## src/rtl/core/mlf_pkg.sv

```systemverilog
// Marker line framer: shared types, codes and character constants.
// No dependencies; used by the command queue, classifier, emitter, top level and testbench.
`timescale 1ns / 1ps

package mlf_pkg;

    // Widest line length field a command can carry (line store depth up to 63).
    localparam int CMD_LEN_W = 6;

    localparam logic [7:0] CHAR_CR = 8'h0D;
    localparam logic [7:0] CHAR_LF = 8'h0A;
    localparam logic [7:0] CHAR_0  = 8'h30;
    localparam logic [7:0] CHAR_9  = 8'h39;

    // Result kinds
    localparam logic [1:0] KIND_BYTE  = 2'd0;
    localparam logic [1:0] KIND_EMPTY = 2'd1;
    localparam logic [1:0] KIND_MARK  = 2'd2;

    // Configuration register indexes
    localparam int CFG_IDX_W = 3;
    localparam logic [CFG_IDX_W-1:0] CFG_MARKER_TEXT = 3'd0;
    localparam logic [CFG_IDX_W-1:0] CFG_MARKER_LEN  = 3'd1;
    localparam logic [CFG_IDX_W-1:0] CFG_EXP_TEXT    = 3'd2;
    localparam logic [CFG_IDX_W-1:0] CFG_EXP_LEN     = 3'd3;
    localparam logic [CFG_IDX_W-1:0] CFG_EXP_EN      = 3'd4;

    typedef enum logic {
        OP_LINE,
        OP_MARK
    } t_op;

    // Work handed from the classifier to the emitter.
    typedef struct packed {
        t_op                  op;
        logic [CMD_LEN_W-1:0] len;
        logic                 ovf;
    } t_cmd;

endpackage

```

## src/rtl/core/mlf_in_if.sv

```systemverilog
// Input byte channel of the marker line framer.
// Depends on nothing.
`timescale 1ns / 1ps

interface mlf_in_if;
    logic       valid;
    logic       ready;
    logic [7:0] data_byte;

    modport source (output valid, output data_byte, input ready);
    modport sink   (input valid, input data_byte, output ready);
endinterface

```

## src/rtl/core/mlf_out_if.sv

```systemverilog
// Result channel of the marker line framer.
// Depends on nothing.
`timescale 1ns / 1ps

interface mlf_out_if;
    logic       valid;
    logic       ready;
    logic [1:0] kind;
    logic [7:0] frame_byte;
    logic       frame_last;
    logic       truncated;

    modport source (output valid, output kind, output frame_byte, output frame_last,
                    output truncated, input ready);
    modport sink   (input valid, input kind, input frame_byte, input frame_last,
                    input truncated, output ready);
endinterface

```

## src/rtl/core/mlf_ram.sv

```systemverilog
// Generic single write, single read RAM with registered read data.
// No dependencies.
`timescale 1ns / 1ps

module mlf_ram #(
    parameter int WIDTH = 8,
    parameter int DEPTH = 63
) (
    input  logic                     i_clk,
    input  logic                     i_we,
    input  logic [$clog2(DEPTH)-1:0] i_waddr,
    input  logic [WIDTH-1:0]         i_wdata,
    input  logic [$clog2(DEPTH)-1:0] i_raddr,
    output logic [WIDTH-1:0]         o_rdata
);

    logic [WIDTH-1:0] r_mem [DEPTH];
    logic [WIDTH-1:0] r_rdata;

    always_ff @(posedge i_clk) begin
        if (i_we) begin
            r_mem[i_waddr] <= i_wdata;
        end
        r_rdata <= r_mem[i_raddr];
    end

    assign o_rdata = r_rdata;

endmodule

```

## src/rtl/core/mlf_cmd_q.sv

```systemverilog
// Two-entry command queue between the classifier and the emitter.
// Depends on mlf_pkg.
`timescale 1ns / 1ps

module mlf_cmd_q (
    input  logic          i_clk,
    input  logic          i_rst_n,
    input  logic          i_push,
    input  mlf_pkg::t_cmd i_cmd,
    output logic          o_full,
    output logic          o_vld,
    output mlf_pkg::t_cmd o_cmd,
    input  logic          i_pop
);

    mlf_pkg::t_cmd r_ent [2];
    logic          r_wptr;
    logic          r_rptr;
    logic [1:0]    r_cnt;
    logic          do_push;
    logic          do_pop;

    assign do_push = i_push && (r_cnt != 2'd2);
    assign do_pop  = i_pop && (r_cnt != 2'd0);
    assign o_full  = (r_cnt == 2'd2);
    assign o_vld   = (r_cnt != 2'd0);
    assign o_cmd   = r_ent[r_rptr];

    always_ff @(posedge i_clk) begin
        if (do_push) begin
            r_ent[r_wptr] <= i_cmd;
        end
        if (!i_rst_n) begin
            r_wptr <= 1'b0;
            r_rptr <= 1'b0;
            r_cnt  <= 2'd0;
        end else begin
            if (do_push) begin
                r_wptr <= ~r_wptr;
            end
            if (do_pop) begin
                r_rptr <= ~r_rptr;
            end
            r_cnt <= r_cnt + 2'(do_push) - 2'(do_pop);
        end
    end

    a_no_push_full: assert property (@(posedge i_clk) disable iff (!i_rst_n)
        i_push |-> r_cnt != 2'd2)
        else $error("command pushed into full queue");

    a_cnt_range: assert property (@(posedge i_clk) disable iff (!i_rst_n)
        r_cnt != 2'd3)
        else $error("queue count out of range");

    a_cnt_track: assert property (@(posedge i_clk) disable iff (!i_rst_n)
        (do_push && !do_pop) |=> r_cnt == $past(r_cnt) + 2'd1)
        else $error("queue count lost a push");

endmodule

```

## src/rtl/core/mlf_front.sv

```systemverilog
// Classifier: takes input beats, tracks line, marker and token state, writes
// the line store and queues emission commands. Depends on mlf_pkg, mlf_in_if.
`timescale 1ns / 1ps

module mlf_front #(
    parameter int LINE_DEPTH   = 63,
    parameter int MARKER_BYTES = 8
) (
    input  logic                              i_clk,
    input  logic                              i_rst_n,
    mlf_in_if.sink                            i_in,
    input  logic                              i_cfg_we,
    input  logic [mlf_pkg::CFG_IDX_W-1:0]     i_cfg_idx,
    input  logic [63:0]                       i_cfg_data,
    output logic                              o_ram_we,
    output logic [$clog2(LINE_DEPTH)-1:0]     o_ram_waddr,
    output logic [7:0]                        o_ram_wdata,
    output logic                              o_push,
    output mlf_pkg::t_cmd                     o_cmd,
    input  logic                              i_q_full,
    input  logic                              i_release
);

    localparam int LEN_W  = $clog2(LINE_DEPTH + 1);
    localparam int ADDR_W = $clog2(LINE_DEPTH);
    localparam int WIN_W  = 8 * MARKER_BYTES;

    typedef enum logic [1:0] {
        M_NORMAL,
        M_TOKEN,
        M_AFTER_CR
    } t_mode;

    // configuration
    logic [WIN_W-1:0] r_mtext;
    logic [3:0]       r_mlen;
    logic [63:0]      r_etext;
    logic [3:0]       r_elen;
    logic             r_een;

    // parse state
    logic             r_slot_vld;
    logic [7:0]       r_slot_byte;
    logic             r_busy;
    t_mode            r_mode;
    logic [LEN_W-1:0] r_len;
    logic [WIN_W-1:0] r_win;
    logic [3:0]       r_cnt;
    logic             r_eq;
    logic             r_ovf;

    t_mode            n_mode;
    logic [LEN_W-1:0] n_len;
    logic [WIN_W-1:0] n_win;
    logic [3:0]       n_cnt;
    logic             n_eq;
    logic             n_ovf;
    logic             consume;
    logic             work;

    logic [WIN_W-1:0] win_new;
    logic             hit;
    logic [3:0]       drop;
    logic [3:0]       idx;
    logic [7:0]       b;
    logic             is_digit;

    assign b        = r_slot_byte;
    assign work     = r_slot_vld && !r_busy && !i_q_full;
    assign win_new  = (r_win << 8) | WIN_W'(b);
    assign drop     = r_mlen - 4'd1;
    assign idx      = r_elen - 4'd1 - r_cnt;
    assign is_digit = (b >= mlf_pkg::CHAR_0) && (b <= mlf_pkg::CHAR_9);

    always_comb begin
        hit = (r_mlen != 4'd0) && (r_mlen <= 4'(MARKER_BYTES))
              && (r_ovf || (7'(r_len) + 7'd1 >= 7'(r_mlen)));
        for (int i = 0; i < MARKER_BYTES; i++) begin
            if ((4'(i) < r_mlen) && (win_new[8*i +: 8] != r_mtext[8*i +: 8])) begin
                hit = 1'b0;
            end
        end
    end

    always_comb begin
        n_mode      = r_mode;
        n_len       = r_len;
        n_win       = r_win;
        n_cnt       = r_cnt;
        n_eq        = r_eq;
        n_ovf       = r_ovf;
        consume     = 1'b0;
        o_ram_we    = 1'b0;
        o_ram_waddr = r_len[ADDR_W-1:0];
        o_ram_wdata = b;
        o_push      = 1'b0;
        o_cmd.op    = mlf_pkg::OP_LINE;
        o_cmd.len   = mlf_pkg::CMD_LEN_W'(r_len);
        o_cmd.ovf   = r_ovf;
        if (work) begin
            case (r_mode)
                M_TOKEN: begin
                    if (is_digit) begin
                        consume = 1'b1;
                        if (r_cnt >= r_elen || idx[3] || r_etext[8*idx[2:0] +: 8] != b) begin
                            n_eq = 1'b0;
                        end
                        if (r_cnt != 4'd15) begin
                            n_cnt = r_cnt + 4'd1;
                        end
                    end else begin
                        if (r_een && r_eq && r_cnt == r_elen) begin
                            o_push   = 1'b1;
                            o_cmd.op = mlf_pkg::OP_MARK;
                        end
                        n_len = '0;
                        n_ovf = 1'b0;
                        n_cnt = 4'd0;
                        n_eq  = 1'b1;
                        if (b == mlf_pkg::CHAR_CR) begin
                            n_mode  = M_AFTER_CR;
                            consume = 1'b1;
                        end else begin
                            n_mode  = M_NORMAL;
                            consume = (b == mlf_pkg::CHAR_LF);
                        end
                    end
                end
                M_AFTER_CR: begin
                    // the byte is replayed in normal mode unless it is an LF
                    n_mode  = M_NORMAL;
                    consume = (b == mlf_pkg::CHAR_LF);
                end
                default: begin
                    consume = 1'b1;
                    n_win   = win_new;
                    if (hit) begin
                        if (!r_ovf) begin
                            n_len = (7'(r_len) > 7'(drop)) ? LEN_W'(7'(r_len) - 7'(drop)) : '0;
                        end
                        n_mode = M_TOKEN;
                        n_cnt  = 4'd0;
                        n_eq   = 1'b1;
                    end else if (b == mlf_pkg::CHAR_LF) begin
                        o_push = 1'b1;
                        n_len  = '0;
                        n_ovf  = 1'b0;
                    end else if (r_len < LEN_W'(LINE_DEPTH)) begin
                        o_ram_we = 1'b1;
                        n_len    = r_len + LEN_W'(1);
                    end else begin
                        n_ovf = 1'b1;
                    end
                end
            endcase
        end
    end

    assign i_in.ready = !r_slot_vld;

    always_ff @(posedge i_clk) begin
        if (i_in.valid && !r_slot_vld) begin
            r_slot_byte <= i_in.data_byte;
        end
        if (!i_rst_n) begin
            r_mtext    <= '0;
            r_mlen     <= 4'd0;
            r_etext    <= '0;
            r_elen     <= 4'd0;
            r_een      <= 1'b0;
            r_slot_vld <= 1'b0;
            r_busy     <= 1'b0;
            r_mode     <= M_NORMAL;
            r_len      <= '0;
            r_win      <= '0;
            r_cnt      <= 4'd0;
            r_eq       <= 1'b1;
            r_ovf      <= 1'b0;
        end else begin
            if (i_cfg_we) begin
                case (i_cfg_idx)
                    mlf_pkg::CFG_MARKER_TEXT: r_mtext <= i_cfg_data[WIN_W-1:0];
                    mlf_pkg::CFG_MARKER_LEN:  r_mlen  <= i_cfg_data[3:0];
                    mlf_pkg::CFG_EXP_TEXT:    r_etext <= i_cfg_data;
                    mlf_pkg::CFG_EXP_LEN:     r_elen  <= i_cfg_data[3:0];
                    mlf_pkg::CFG_EXP_EN:      r_een   <= i_cfg_data[0];
                    default: ;
                endcase
            end
            if (i_in.valid && !r_slot_vld) begin
                r_slot_vld <= 1'b1;
            end else if (consume) begin
                r_slot_vld <= 1'b0;
            end
            if (o_push && r_len != '0) begin
                r_busy <= 1'b1;
            end else if (i_release) begin
                r_busy <= 1'b0;
            end
            r_mode <= n_mode;
            r_len  <= n_len;
            r_win  <= n_win;
            r_cnt  <= n_cnt;
            r_eq   <= n_eq;
            r_ovf  <= n_ovf;
        end
    end

    a_no_write_busy: assert property (@(posedge i_clk) disable iff (!i_rst_n)
        r_busy |-> !o_ram_we)
        else $error("line store written while being drained");

    a_len_bound: assert property (@(posedge i_clk) disable iff (!i_rst_n)
        r_len <= LEN_W'(LINE_DEPTH))
        else $error("line length beyond store depth");

    a_busy_after_push: assert property (@(posedge i_clk) disable iff (!i_rst_n)
        (o_push && r_len != '0) |=> r_busy && r_len == '0)
        else $error("store not locked after emission command");

endmodule

```

## src/rtl/core/mlf_back.sv

```systemverilog
// Emitter: pops commands, drains the line store with trailing CR removal and
// drives the result register. Depends on mlf_pkg, mlf_out_if.
`timescale 1ns / 1ps

module mlf_back #(
    parameter int LINE_DEPTH = 63
) (
    input  logic                          i_clk,
    input  logic                          i_rst_n,
    input  logic                          i_q_vld,
    input  mlf_pkg::t_cmd                 i_cmd,
    output logic                          o_pop,
    output logic [$clog2(LINE_DEPTH)-1:0] o_ram_raddr,
    input  logic [7:0]                    i_ram_rdata,
    output logic                          o_release,
    mlf_out_if.source                     o_out
);

    localparam int LEN_W  = $clog2(LINE_DEPTH + 1);
    localparam int ADDR_W = $clog2(LINE_DEPTH);

    typedef enum logic [2:0] {
        S_IDLE,
        S_PK_W,
        S_PEEK,
        S_RD_W,
        S_LOAD,
        S_TAIL
    } t_state;

    t_state           r_state;
    mlf_pkg::t_op     r_op;
    logic             r_ovf;
    logic             r_hold;
    logic [LEN_W-1:0] r_n;
    logic [ADDR_W-1:0] r_addr;
    logic             r_release;
    logic             r_ovld;
    logic [1:0]       r_kind;
    logic [7:0]       r_byte;
    logic             r_last;
    logic             r_trunc;

    logic             free;
    logic             is_last;
    logic [LEN_W-1:0] cmd_len;

    assign free        = !r_ovld || o_out.ready;
    assign is_last     = (LEN_W'(r_addr) + LEN_W'(1)) == r_n;
    assign cmd_len     = LEN_W'(i_cmd.len);
    assign o_pop       = (r_state == S_IDLE) && i_q_vld;
    assign o_ram_raddr = r_addr;
    assign o_release   = r_release;

    assign o_out.valid      = r_ovld;
    assign o_out.kind       = r_kind;
    assign o_out.frame_byte = r_byte;
    assign o_out.frame_last = r_last;
    assign o_out.truncated  = r_trunc;

    always_ff @(posedge i_clk) begin
        if (!i_rst_n) begin
            r_state   <= S_IDLE;
            r_release <= 1'b0;
            r_ovld    <= 1'b0;
            r_hold    <= 1'b0;
            r_op      <= mlf_pkg::OP_LINE;
            r_ovf     <= 1'b0;
            r_n       <= '0;
            r_addr    <= '0;
        end else begin
            r_release <= 1'b0;
            if (r_ovld && o_out.ready) begin
                r_ovld <= 1'b0;
            end
            case (r_state)
                S_IDLE: begin
                    if (i_q_vld) begin
                        r_op   <= i_cmd.op;
                        r_ovf  <= i_cmd.ovf;
                        r_hold <= (cmd_len != '0);
                        r_n    <= cmd_len;
                        if (cmd_len == '0) begin
                            r_state <= S_TAIL;
                        end else if (i_cmd.ovf) begin
                            r_addr  <= '0;
                            r_state <= S_RD_W;
                        end else begin
                            r_addr  <= ADDR_W'(cmd_len - LEN_W'(1));
                            r_state <= S_PK_W;
                        end
                    end
                end
                S_PK_W: begin
                    r_state <= S_PEEK;
                end
                S_PEEK: begin
                    r_addr <= '0;
                    if (i_ram_rdata == mlf_pkg::CHAR_CR) begin
                        r_n     <= r_n - LEN_W'(1);
                        r_state <= (r_n == LEN_W'(1)) ? S_TAIL : S_RD_W;
                    end else begin
                        r_state <= S_RD_W;
                    end
                end
                S_RD_W: begin
                    r_state <= S_LOAD;
                end
                S_LOAD: begin
                    if (free) begin
                        r_ovld  <= 1'b1;
                        r_kind  <= mlf_pkg::KIND_BYTE;
                        r_byte  <= i_ram_rdata;
                        r_last  <= is_last;
                        r_trunc <= is_last && r_ovf;
                        if (is_last) begin
                            r_state <= S_TAIL;
                        end else begin
                            r_addr  <= r_addr + ADDR_W'(1);
                            r_state <= S_RD_W;
                        end
                    end
                end
                S_TAIL: begin
                    if (r_op == mlf_pkg::OP_MARK || r_n == '0) begin
                        if (free) begin
                            r_ovld    <= 1'b1;
                            r_kind    <= (r_op == mlf_pkg::OP_MARK) ? mlf_pkg::KIND_MARK
                                                                    : mlf_pkg::KIND_EMPTY;
                            r_byte    <= 8'd0;
                            r_last    <= (r_op == mlf_pkg::OP_LINE);
                            r_trunc   <= 1'b0;
                            r_release <= r_hold;
                            r_state   <= S_IDLE;
                        end
                    end else begin
                        r_release <= r_hold;
                        r_state   <= S_IDLE;
                    end
                end
                default: begin
                    r_state <= S_IDLE;
                end
            endcase
        end
    end

    a_load_in_range: assert property (@(posedge i_clk) disable iff (!i_rst_n)
        r_state == S_LOAD |-> LEN_W'(r_addr) < r_n)
        else $error("store read past frame length");

    a_release_idle: assert property (@(posedge i_clk) disable iff (!i_rst_n)
        r_release |-> r_state == S_IDLE)
        else $error("store released while a frame is in flight");

    a_trunc_last: assert property (@(posedge i_clk) disable iff (!i_rst_n)
        (r_ovld && r_trunc) |-> r_last && r_kind == mlf_pkg::KIND_BYTE)
        else $error("truncated flag away from last frame byte");

endmodule

```

## src/rtl/core/marker_line_framer.sv

```systemverilog
// Marker line framer top level: classifier, command queue, line store, emitter.
// Depends on mlf_pkg, mlf_in_if, mlf_out_if, mlf_ram, mlf_cmd_q, mlf_front, mlf_back.
//
// Usage:
//   i_in carries one text byte per beat. o_out carries results: frame bytes
//   (kind 0, frame_last on the final byte), empty frames (kind 1) and
//   expected-marker events (kind 2). Registers are written through
//   i_cfg_we / i_cfg_idx / i_cfg_data while the block is idle.
// Timing:
//   A byte is taken into a one-beat input slot and classified from there
//   once the classifier is free; the slot takes no new byte until then.
//   A newline or matched token hands the line to the emitter; the classifier then
//   holds further bytes, if the line is not empty, until the emitter has drained
//   the line store, which has one read port: a setup that may peek for a
//   trailing CR, then a read wait and a load per frame byte. A byte that ends
//   a token, or follows a token's CR, and is not swallowed is classified twice.
// Reset:
//   Synchronous, active low; clears registers, parse state and queue. The
//   line store needs no clearing pass.
// Stall:
//   Results wait in the output register; with o_out.ready low the emitter,
//   then the command queue and finally the input slot fill and hold.
`timescale 1ns / 1ps

module marker_line_framer #(
    parameter int LINE_DEPTH   = 63,
    parameter int MARKER_BYTES = 8
) (
    input  logic                          i_clk,
    input  logic                          i_rst_n,
    mlf_in_if.sink                        i_in,
    mlf_out_if.source                     o_out,
    input  logic                          i_cfg_we,
    input  logic [mlf_pkg::CFG_IDX_W-1:0] i_cfg_idx,
    input  logic [63:0]                   i_cfg_data
);

    localparam int ADDR_W = $clog2(LINE_DEPTH);

    logic              ram_we;
    logic [ADDR_W-1:0] ram_waddr;
    logic [7:0]        ram_wdata;
    logic [ADDR_W-1:0] ram_raddr;
    logic [7:0]        ram_rdata;
    logic              push;
    mlf_pkg::t_cmd     push_cmd;
    logic              q_full;
    logic              q_vld;
    mlf_pkg::t_cmd     q_cmd;
    logic              pop;
    logic              release_store;

    mlf_front #(
        .LINE_DEPTH   (LINE_DEPTH),
        .MARKER_BYTES (MARKER_BYTES)
    ) u_front (
        .i_clk       (i_clk),
        .i_rst_n     (i_rst_n),
        .i_in        (i_in),
        .i_cfg_we    (i_cfg_we),
        .i_cfg_idx   (i_cfg_idx),
        .i_cfg_data  (i_cfg_data),
        .o_ram_we    (ram_we),
        .o_ram_waddr (ram_waddr),
        .o_ram_wdata (ram_wdata),
        .o_push      (push),
        .o_cmd       (push_cmd),
        .i_q_full    (q_full),
        .i_release   (release_store)
    );

    mlf_ram #(
        .WIDTH (8),
        .DEPTH (LINE_DEPTH)
    ) u_line_store (
        .i_clk   (i_clk),
        .i_we    (ram_we),
        .i_waddr (ram_waddr),
        .i_wdata (ram_wdata),
        .i_raddr (ram_raddr),
        .o_rdata (ram_rdata)
    );

    mlf_cmd_q u_cmd_q (
        .i_clk   (i_clk),
        .i_rst_n (i_rst_n),
        .i_push  (push),
        .i_cmd   (push_cmd),
        .o_full  (q_full),
        .o_vld   (q_vld),
        .o_cmd   (q_cmd),
        .i_pop   (pop)
    );

    mlf_back #(
        .LINE_DEPTH (LINE_DEPTH)
    ) u_back (
        .i_clk       (i_clk),
        .i_rst_n     (i_rst_n),
        .i_q_vld     (q_vld),
        .i_cmd       (q_cmd),
        .o_pop       (pop),
        .o_ram_raddr (ram_raddr),
        .i_ram_rdata (ram_rdata),
        .o_release   (release_store),
        .o_out       (o_out)
    );

endmodule

```

## src/flat_wrapper.sv

```systemverilog
// flat-port wrapper written by rule: the top's interface ports become plain ports
module marker_line_framer_flat 
#(
    parameter int LINE_DEPTH   = 63,
    parameter int MARKER_BYTES = 8
)
  (i_clk, i_rst_n, i_cfg_we, i_cfg_idx, i_cfg_data, i_in_valid, i_in_data_byte, i_in_ready, o_out_valid, o_out_kind, o_out_frame_byte, o_out_frame_last, o_out_truncated, o_out_ready);
  mlf_in_if i_in_i ();
  mlf_out_if o_out_i ();
  input  logic i_clk;
  input  logic i_rst_n;
  input  logic i_cfg_we;
  input  logic [mlf_pkg::CFG_IDX_W-1:0] i_cfg_idx;
  input  logic [63:0] i_cfg_data;
  input wire logic [$bits(i_in_i.valid)-1:0] i_in_valid;
  input wire logic [$bits(i_in_i.data_byte)-1:0] i_in_data_byte;
  output wire logic [$bits(i_in_i.ready)-1:0] i_in_ready;
  output wire logic [$bits(o_out_i.valid)-1:0] o_out_valid;
  output wire logic [$bits(o_out_i.kind)-1:0] o_out_kind;
  output wire logic [$bits(o_out_i.frame_byte)-1:0] o_out_frame_byte;
  output wire logic [$bits(o_out_i.frame_last)-1:0] o_out_frame_last;
  output wire logic [$bits(o_out_i.truncated)-1:0] o_out_truncated;
  input wire logic [$bits(o_out_i.ready)-1:0] o_out_ready;
  assign i_in_i.valid = i_in_valid;
  assign i_in_i.data_byte = i_in_data_byte;
  assign i_in_ready = i_in_i.ready;
  assign o_out_valid = o_out_i.valid;
  assign o_out_kind = o_out_i.kind;
  assign o_out_frame_byte = o_out_i.frame_byte;
  assign o_out_frame_last = o_out_i.frame_last;
  assign o_out_truncated = o_out_i.truncated;
  assign o_out_i.ready = o_out_ready;
  marker_line_framer #(.LINE_DEPTH(LINE_DEPTH), .MARKER_BYTES(MARKER_BYTES)) u_core (.i_clk(i_clk), .i_rst_n(i_rst_n), .i_in(i_in_i), .o_out(o_out_i), .i_cfg_we(i_cfg_we), .i_cfg_idx(i_cfg_idx), .i_cfg_data(i_cfg_data));
endmodule
```

## config.mk

```make
export PLATFORM = sky130hd
export DESIGN_NAME = marker_line_framer_flat
export DESIGN_NICKNAME = d
export VERILOG_FILES = /design/src/rtl/core/mlf_pkg.sv /design/src/rtl/core/mlf_in_if.sv /design/src/rtl/core/mlf_out_if.sv /design/src/rtl/core/mlf_ram.sv /design/src/rtl/core/mlf_cmd_q.sv /design/src/rtl/core/mlf_front.sv /design/src/rtl/core/mlf_back.sv /design/src/rtl/core/marker_line_framer.sv /design/src/flat_wrapper.sv
export SDC_FILE = /design/constraint.sdc
export NUM_CORES = 1
export LEC_CHECK = 0
export ABC_AREA = 1
export BUFFER_PORTS_ARGS = -buffer_cell sky130_fd_sc_hd__clkbuf_2
export CAP_MARGIN = 10
export CORE_MARGIN = 5
export CORE_UTILIZATION = 30
export DETAILED_ROUTE_END_ITERATION = 10
export PLACE_DENSITY = 0.42
export SLEW_MARGIN = 20
export SYNTH_ARGS = -nofsm -noshare
export SYNTH_HDL_FRONTEND = slang
export SYNTH_SLANG_ARGS = --single-unit
export TNS_END_PERCENT = 10
```

## constraint.sdc

```tcl
create_clock -name i_clk -period 2.8 [get_ports i_clk]
set_input_delay 0.14 -clock i_clk [delete_from_list [all_inputs] [get_ports i_clk]]
set_output_delay 0.14 -clock i_clk [all_outputs]
set_load 0.005 [all_outputs]
```

# Yosys cells after proc, flatten, opt, wreduce, memory -nomap -nowiden
# Memories as Yosys holds them, arrays and structs flattened. A register that Yosys moved wholly into a read port is not among the register bits.
# Index checks and enable logic that the tools add are counted.
[word_totals]
mem_count = 2
out_inout_bits = 14
ram_bits = 520
in_bits = 80
register_bits = 253
word_cells = 274
[classes]
addsub = 12
n_reduce_logical = 65
n_eq_ne = 43
n_shift = 1
n_mux = 101
bitwise_logic = 6
n_lt_le_gt_ge = 15
[mem_list]
columns = ["memory", "depth", "width", "read_ports", "rd_clocked_by_memory_dff", "write_ports", "line", "text"]
rows = [
  ["u_core.u_line_store.r_mem", 63, 8, 1, 1, 1, "mlf_ram.sv:17", "logic [WIDTH-1:0] r_mem [DEPTH];"],
  ["u_core.u_cmd_q.r_ent", 2, 8, 1, 1, 1, "mlf_cmd_q.sv:16", "mlf_pkg::t_cmd r_ent [2];"],
]
[ops]
columns = ["cell", "n"]
rows = [
  ["6-bit two-way mux", 13],
  ["8-bit != test", 9],
  ["64-bit by 8-bit OR with 64-bit output", 1],
  ["64-bit by 7-bit indexed part select with 8-bit output", 1],
  ["1-bit two-way mux", 51],
  ["8-bit by 4-bit == test with 1-bit output, second input constant", 3],
  ["3-bit two-way mux", 8],
  ["8-bit two-way mux", 3],
  ["6-bit one-hot mux with 2 select lines", 2],
  ["1-bit logical AND", 22],
  ["5-bit AND reduction", 4],
  ["2-bit != test, second input constant", 9],
  ["3-bit one-hot mux with 6 select lines", 1],
  ["6-bit one-hot mux with 3 select lines", 1],
  ["3-bit by 4-bit less-than comparator with 1-bit output, first input constant", 4],
  ["2-bit two-way mux", 8],
  ["8-bit one-hot mux with 2 select lines", 1],
  ["2-bit AND reduction", 8],
  ["1-bit one-hot mux with 2 select lines", 7],
  ["6-bit by 1-bit adder with 6-bit output, second input constant", 2],
  ["3-bit by 2-bit == test with 1-bit output, second input constant", 4],
  ["6-bit logical NOT", 2],
  ["4-bit two-way mux", 3],
  ["2-bit nonzero test", 6],
  ["40 further kinds", 70],
]

# Logic depth before layout (Yosys ltp)
[logic_depth]
word_depth = 18
depth_mapped = 21
mapped_depth_nobuf = 20

# Modules after synthesis
# From an unflattened synthesis, not the netlist that was laid out.
[unflattened]
cells_unflattened = 3574
area_unflattened_um2 = 33928.8
[modules_own_cells]
columns = ["module", "area_per_inst_um2", "n_inst", "seq_area_each_um2", "cells_each"]
rows = [
  ["mlf_ram", 20871.3, 1, 15294.7, 1785],
  ["mlf_front", 10179.8, 1, 4424.2, 1446],
  ["mlf_back", 2015.7, 1, 760.7, 280],
  ["mlf_cmd_q", 862.1, 1, 580.6, 63],
]

# Worst setup path after synthesis
# No wires, ideal clock.
[synth_path]
path_kind = "register to register"
from = "register u_core.u_front.r_slot_byte[1], in the netlist u_core.u_front.o_ram_wdata[1]"
to = "register u_core.u_cmd_q.r_cnt[1]"
slack_ns = -0.294
t_arrival_ns = 3.025
setup_time_ns = 0.070
stages_incl_launch_ff = 19
period_less_slack_ns = 3.094
required_time_ns = 2.730
path_buffers = 0
path_cell_list = "edfxtp_1 -> inv_1 -> nand2_1 -> nand3_1 -> nor2_1 -> nand2_1 -> nor2_1 -> nand2_1 -> nor2_2 -> nand3_4 -> nand2_1 -> nand2_1 -> nand2_1 -> ha_1 -> inv_1 -> ha_1 -> xor2_1 -> o21ai_0 -> a21oi_1"
[synth_via]
elab_chain_len = 17
elab_cells_between_ends = 23
classes_between = "add/sub: 2; order compare: 2; eq/ne: 2; mux: 13; bitwise: 1; reduce/logical: 3"
[synth_lines]
columns = ["element", "line", "text"]
rows = [
  ["from (decl)", "mlf_front.sv:43", "logic [7:0] r_slot_byte;"],
  ["from (signal assigned)", "mlf_front.sv:163", "r_slot_byte <= i_in.data_byte;"],
  ["64-bit by 8-bit OR with 64-bit output", "mlf_front.sv:70", "assign win_new = (r_win << 8) | WIN_W'(b);"],
  ["8-bit != test", "mlf_front.sv:79", "if ((4'(i) < r_mlen) && (win_new[8*i +: 8] != r_mtext[8*i +: 8])) begin"],
  ["1-bit logical AND", "mlf_front.sv:79", ""],
  ["1-bit two-way mux (8 in series)", "mlf_front.sv:79", ""],
  ["1-bit two-way mux", "mlf_front.sv:137", "if (hit) begin"],
  ["1-bit one-hot mux with 2 select lines *", "mlf_front.sv:101", "case (r_mode)"],
  ["1-bit two-way mux *", "mlf_front.sv:100", "if (work) begin"],
  ["1-bit logical AND *", "mlf_cmd_q.sv:23", "assign do_push = i_push && (r_cnt != 2'd2);"],
  ["2-bit by 1-bit adder with 2-bit output *", "mlf_cmd_q.sv:44", "r_cnt <= r_cnt + 2'(do_push) - 2'(do_pop);"],
  ["2-bit by 1-bit subtractor with 2-bit output *", "mlf_cmd_q.sv:44", ""],
  ["to (signal assigned)", "mlf_cmd_q.sv:44", ""],
  ["to (decl)", "mlf_cmd_q.sv:19", "logic [1:0] r_cnt;"],
]
# Every way passes the cells marked *; elsewhere a longest branch is shown, timed or not.
# A chain may end at the register's enable or synchronous reset.

# Final worst setup path
[layout_path]
from = "register u_core.u_front.r_len[1], in the netlist u_core.u_front.o_ram_waddr[1]"
to = "memory u_core.u_line_store.r_mem[43][0], enable pin"
[layout_via]
elab_chain_len = 17
elab_cells_between_ends = 20
classes_between = "add/sub: 1; order compare: 2; mux: 15; reduce/logical: 2"
[layout_lines]
columns = ["element", "line", "text"]
rows = [
  ["from (decl)", "mlf_front.sv:46", "logic [LEN_W-1:0] r_len;"],
  ["from (signal assigned)", "mlf_front.sv:201", "r_len <= n_len;"],
  ["6-bit by 1-bit adder with 7-bit output", "mlf_front.sv:77", "&& (r_ovf || (7'(r_len) + 7'd1 >= 7'(r_mlen)));"],
  ["7-bit by 4-bit >= comparator with 1-bit output", "mlf_front.sv:77", ""],
  ["1-bit logical OR", "mlf_front.sv:77", ""],
  ["1-bit logical AND", "mlf_front.sv:77", ""],
  ["1-bit two-way mux (8 in series)", "mlf_front.sv:79", ""],
  ["1-bit two-way mux", "mlf_front.sv:137", ""],
  ["1-bit two-way mux", "mlf_front.sv:101", ""],
  ["1-bit two-way mux", "mlf_front.sv:100", ""],
  ["1-bit two-way mux", "mlf_ram.sv:21", "if (i_we) begin"],
  ["1-bit two-way mux (not written as such)", "mlf_ram.sv:22", "r_mem[i_waddr] <= i_wdata;"],
  ["to (decl)", "mlf_ram.sv:17", ""],
]
# Parallel ways exist; a longest one is shown, timed or not.

==> impl_metrics.tcl <==
set metrics [dict create \
    htreeDepth 3 \
    gp_congestion 0.813 \
    whs_endpoint "u_core.u_front.r_etext[21]" \
    ys_top_cells_by_area "edfxtp_1 49%, dfxtp_1 15%, nor2_1 7.7%, o21ai_0 7.5%, nand2_1 4.5%" \
    layout_setup_ws_ns 0.0909 \
    power_leakage_nw 15.2 \
    vias_per_cell 4.88 \
    diodes 0 \
    routed_wirelength_um 109000 \
    fin_nets 3744 \
    drt_iter0_drc 2044 \
    yosys-top-cells-count "678 x nor2_1, 540 x edfxtp_1, 493 x o21ai_0" \
    final-setup-viol-count 0 \
    portBuffers 93 \
    hold_path.startpoint "i_cfg_data[21]" \
    synth_top_family_by_area "simple AND/OR/NAND/NOR gates" \
    synthCells 3327 \
    p_switching_w 0.0104 \
    yosysWarnings 0 \
    syn_area_um2 33000 \
    hold_viol_final 0 \
    die_area_um2 117000 \
    clk_pin_slew_ns 0.06 \
    drv_slew 0 \
    synth_ff_type "edfxtp_1" \
    arrival_ns 3.06 \
    crit_buf_inv 4 \
    cts_made_buffers 91 \
    synth-adder-area-share 0.0126 \
    path_cells "ha_1 -> nand2_1 -> inv_1 -> nor2_2 -> ha_1 -> a21oi_2 -> nor2_1 -> nor2_4 -> nor2_4 -> nand3_4 -> nand2_4 -> inv_6 -> clkbuf_16 -> nand4_4 -> nor2_1 -> buf_4" \
    synth_area_per_cell_um2 9.91 \
    start_util 0.303 \
    area_growth_pct 23.7 \
    cts_setup_buffers 0 \
    post-route-period-util 0.968 \
    yosys.area.top_type_share 0.492 \
    num_rows 121 \
    ff2ff_path_depth 16 \
    detail-route-antenna-nets 0 \
    place_area_um2 36500 \
    synth_top_area_cell "edfxtp_1" \
    synth-seq-cells 782 \
    crit_type "reg2reg" \
    tns_ns 0 \
    cp.required_ns 3.15 \
    cp_top_family "simple AND/OR/NAND/NOR gates" \
    maxSlewHeadroom 0.311 \
    path_max_fanout 8 \
    grt_use_total 0.182 \
    post-route-min-period_ns 2.71 \
    p_clk_frac 0.373 \
    hold_depth 4 \
    p_per_area_nw_per_um2 816 \
    antenna_found_initial 0 \
    cts_sinks 782 \
    cts-root-buf "clkbuf_16" \
    power_frac_comb 0.232 \
    grt_max_degree 87 \
    clk_path_buf_depth 3 \
    synth_edf_count 540 \
    num_vias 25000 \
    start_kind "flop" \
    timing.rr.end "u_core.u_line_store.r_mem[43][0]" \
    synth_compound_gate_area_share 0.134 \
    route.detailed.drc 0 \
    clk_latency_ns 0.66 \
    post-place-ws_ns -0.196 \
    synth_mux_area_frac 0 \
    hold_class "in2reg" \
    hpwl_um 71900 \
    rsz0062_at_grt "yes" \
    p_seq_frac 0.395 \
    synth.distinct_cells 48 \
    die_w_um 342 \
    cpPeakStageDelay_ns 0.36 \
    tightestPinTransition_ns 1.03 \
    syn_nets 3439 \
    dieHeight_um 342 \
    fmax_mhz 369 \
    synth_xor_area_frac 0.0183 \
    synth_most_common_cell "nor2_1" \
    grt_overflow 0 \
    async_flop_share 0 \
    grt_pass1_wl_um 162000 \
    ir_worst_vdd_v 0.000445 \
    internal_power_w 0.0228 \
    core_area_um2 109000 \
    power_switching_share 0.314 \
    cts_tree "built" \
    grt_pass1_vias 25000 \
    worstSetupPathDepth 16 \
    wl_per_cell_um 21.2 \
    crit_path_end_kind "flop" \
    synth-simple-area-share 0.153 \
    maxCapViolations 0 \
    ios 94 \
    clock_skew_ns 0.0309 \
    drtPass1Iterations 6 \
    crit_slowest_cell "dfxtp_4" \
    status "complete, no violations" \
    layout-drive-gt1-share 0.152 \
    fin_area_um2 40800 \
    r2r_slack_ns 0.09 \
    ys_seq_area_frac 0.638 \
    timing.rr.start "u_core.u_front.o_ram_waddr[1]" \
]
metal layers:
layer | vias to the layer above | wire length, um | GRT usage
met5 | - | 0 | 0
met2 | 526 | 50800 | 0.299
met3 | 146 | 4310 | 0.0260
met1 | 12200 | 51500 | 0.257
met4 | 0 | 2180 | 0.0395
li1 | 12100 | - | -
cell families after synthesis:
group           count (synthesis)
buf+inv                       370
fa+ha+maj                      32
flops                         782
xor+xnor                       69
simple gates                 1254
compound gates                820
sequential cells by signal, indices dropped and copies added, names as in the netlist, 6 cells and up, named ones only:
register,cells
u_core.u_cmd_q.r_ent,16
u_core.u_back.o_ram_raddr,6
u_core.u_line_store.o_rdata,8
u_core.u_front.r_win,56
u_core.u_front.r_etext,64
u_core.u_front.o_ram_wdata,8
u_core.u_back.o_out.frame_byte,8
u_core.u_line_store.r_mem,504
u_core.u_back.r_n,6
u_core.u_front.r_mtext,64
u_core.u_front.o_ram_waddr,6
power groups by stage:
stage	registers, W	clock network (W)	logic (W)
after floorplan	0.0133	0	0.00429
after global placement	0.0134	0	0.00762
after detailed placement	0.0134	0	0.00759
after CTS	0.0131	0.0127	0.00770
after global routing	0.0132	0.0132	0.00846
final	0.0131	0.0124	0.00772
worst min-delay path, delay by kind of cell:
| family | cells | cell delay [ns] |
|---|---|---|
| simple gates | 2 | 0.12 |
| buf+inv | 2 | 0.63 |
stage by stage:
stage          hold slack (ns)   util  cells  total power (W)
6_report                 0.257  0.374   5121           0.0333
5_1_grt                  0.260  0.374   5121           0.0348
4_1_cts                  0.210  0.372   5120           0.0336
3_5_place_dp             0.328  0.335   4872           0.0210
3_3_place_gp             0.324  0.335   4872           0.0210
2_1_floorplan            0.239      -   3327           0.0176
layout by cell type, fill, tap and decap left out, drive strengths merged:
cell type	netlist	layout
clkinv	3	22
nand3	120	120
o21ai	494	494
a221oi	1	1
edfxtp	540	540
dfxtp	242	242
o22ai	126	126
o31ai	2	2
a221o	1	1
clkbuf	151	221
a31oi	4	4
a21oi	151	151
bufinv	0	12
o211ai	14	14
fa	2	2
xnor2	41	41
nand4	15	15
buf	42	232
a21boi	1	1
nor4	2	2
nor2	683	683
clkinvlp	0	2
nand3b	1	1
nor3b	2	2
and2	1	1
o21bai	4	4
a311oi	1	1
xor2	28	28
nor3	16	16
ha	30	30
a211oi	4	4
nand2	406	406
dlygate4sd3	0	80
inv	174	181
or2	8	8
o311ai	8	8
o221ai	9	9
final cells by class:
class                      count  area [um2]
fill                       11000       68200
sequential                   782       21100
multi-input combinational   2175       10700
timing repair buffer         405        3420
clock buffer                 128        2590
tap                         1414        1770
inverter                     177         678
clock inverter                40         539
how the worst max path moves through the flow:
| stage | startpoint | to | slack [ns] |
|---|---|---|---|
| floorplan | u_core.u_front.o_ram_wdata[1] | u_core.u_cmd_q.r_cnt[1] | -0.28 |
| global placement | u_core.u_front.o_ram_waddr[1] | u_core.u_line_store.r_mem[3][3] | -0.21 |
| detailed placement | u_core.u_front.o_ram_waddr[1] | u_core.u_line_store.r_mem[3][7] | -0.20 |
| CTS | u_core.u_front.o_ram_waddr[1] | u_core.u_cmd_q.r_cnt[1] | 0.02 |
| global route | u_core.u_front.r_mlen[1] | u_core.u_cmd_q.r_cnt[1] | -0.08 |
| finish | u_core.u_front.o_ram_waddr[1] | u_core.u_line_store.r_mem[43][0] | 0.09 |
timing repair:
action / CTS / global route
cloned: 0 / 1
endpoints found under the setup margin: 497 / 502
pin swaps: 0 / 8
hold buffers: 80 / 0
hold endpoints to repair: 170 / 0
gates resized for setup: 13 / 80
(Power assumes the default switching activity.)
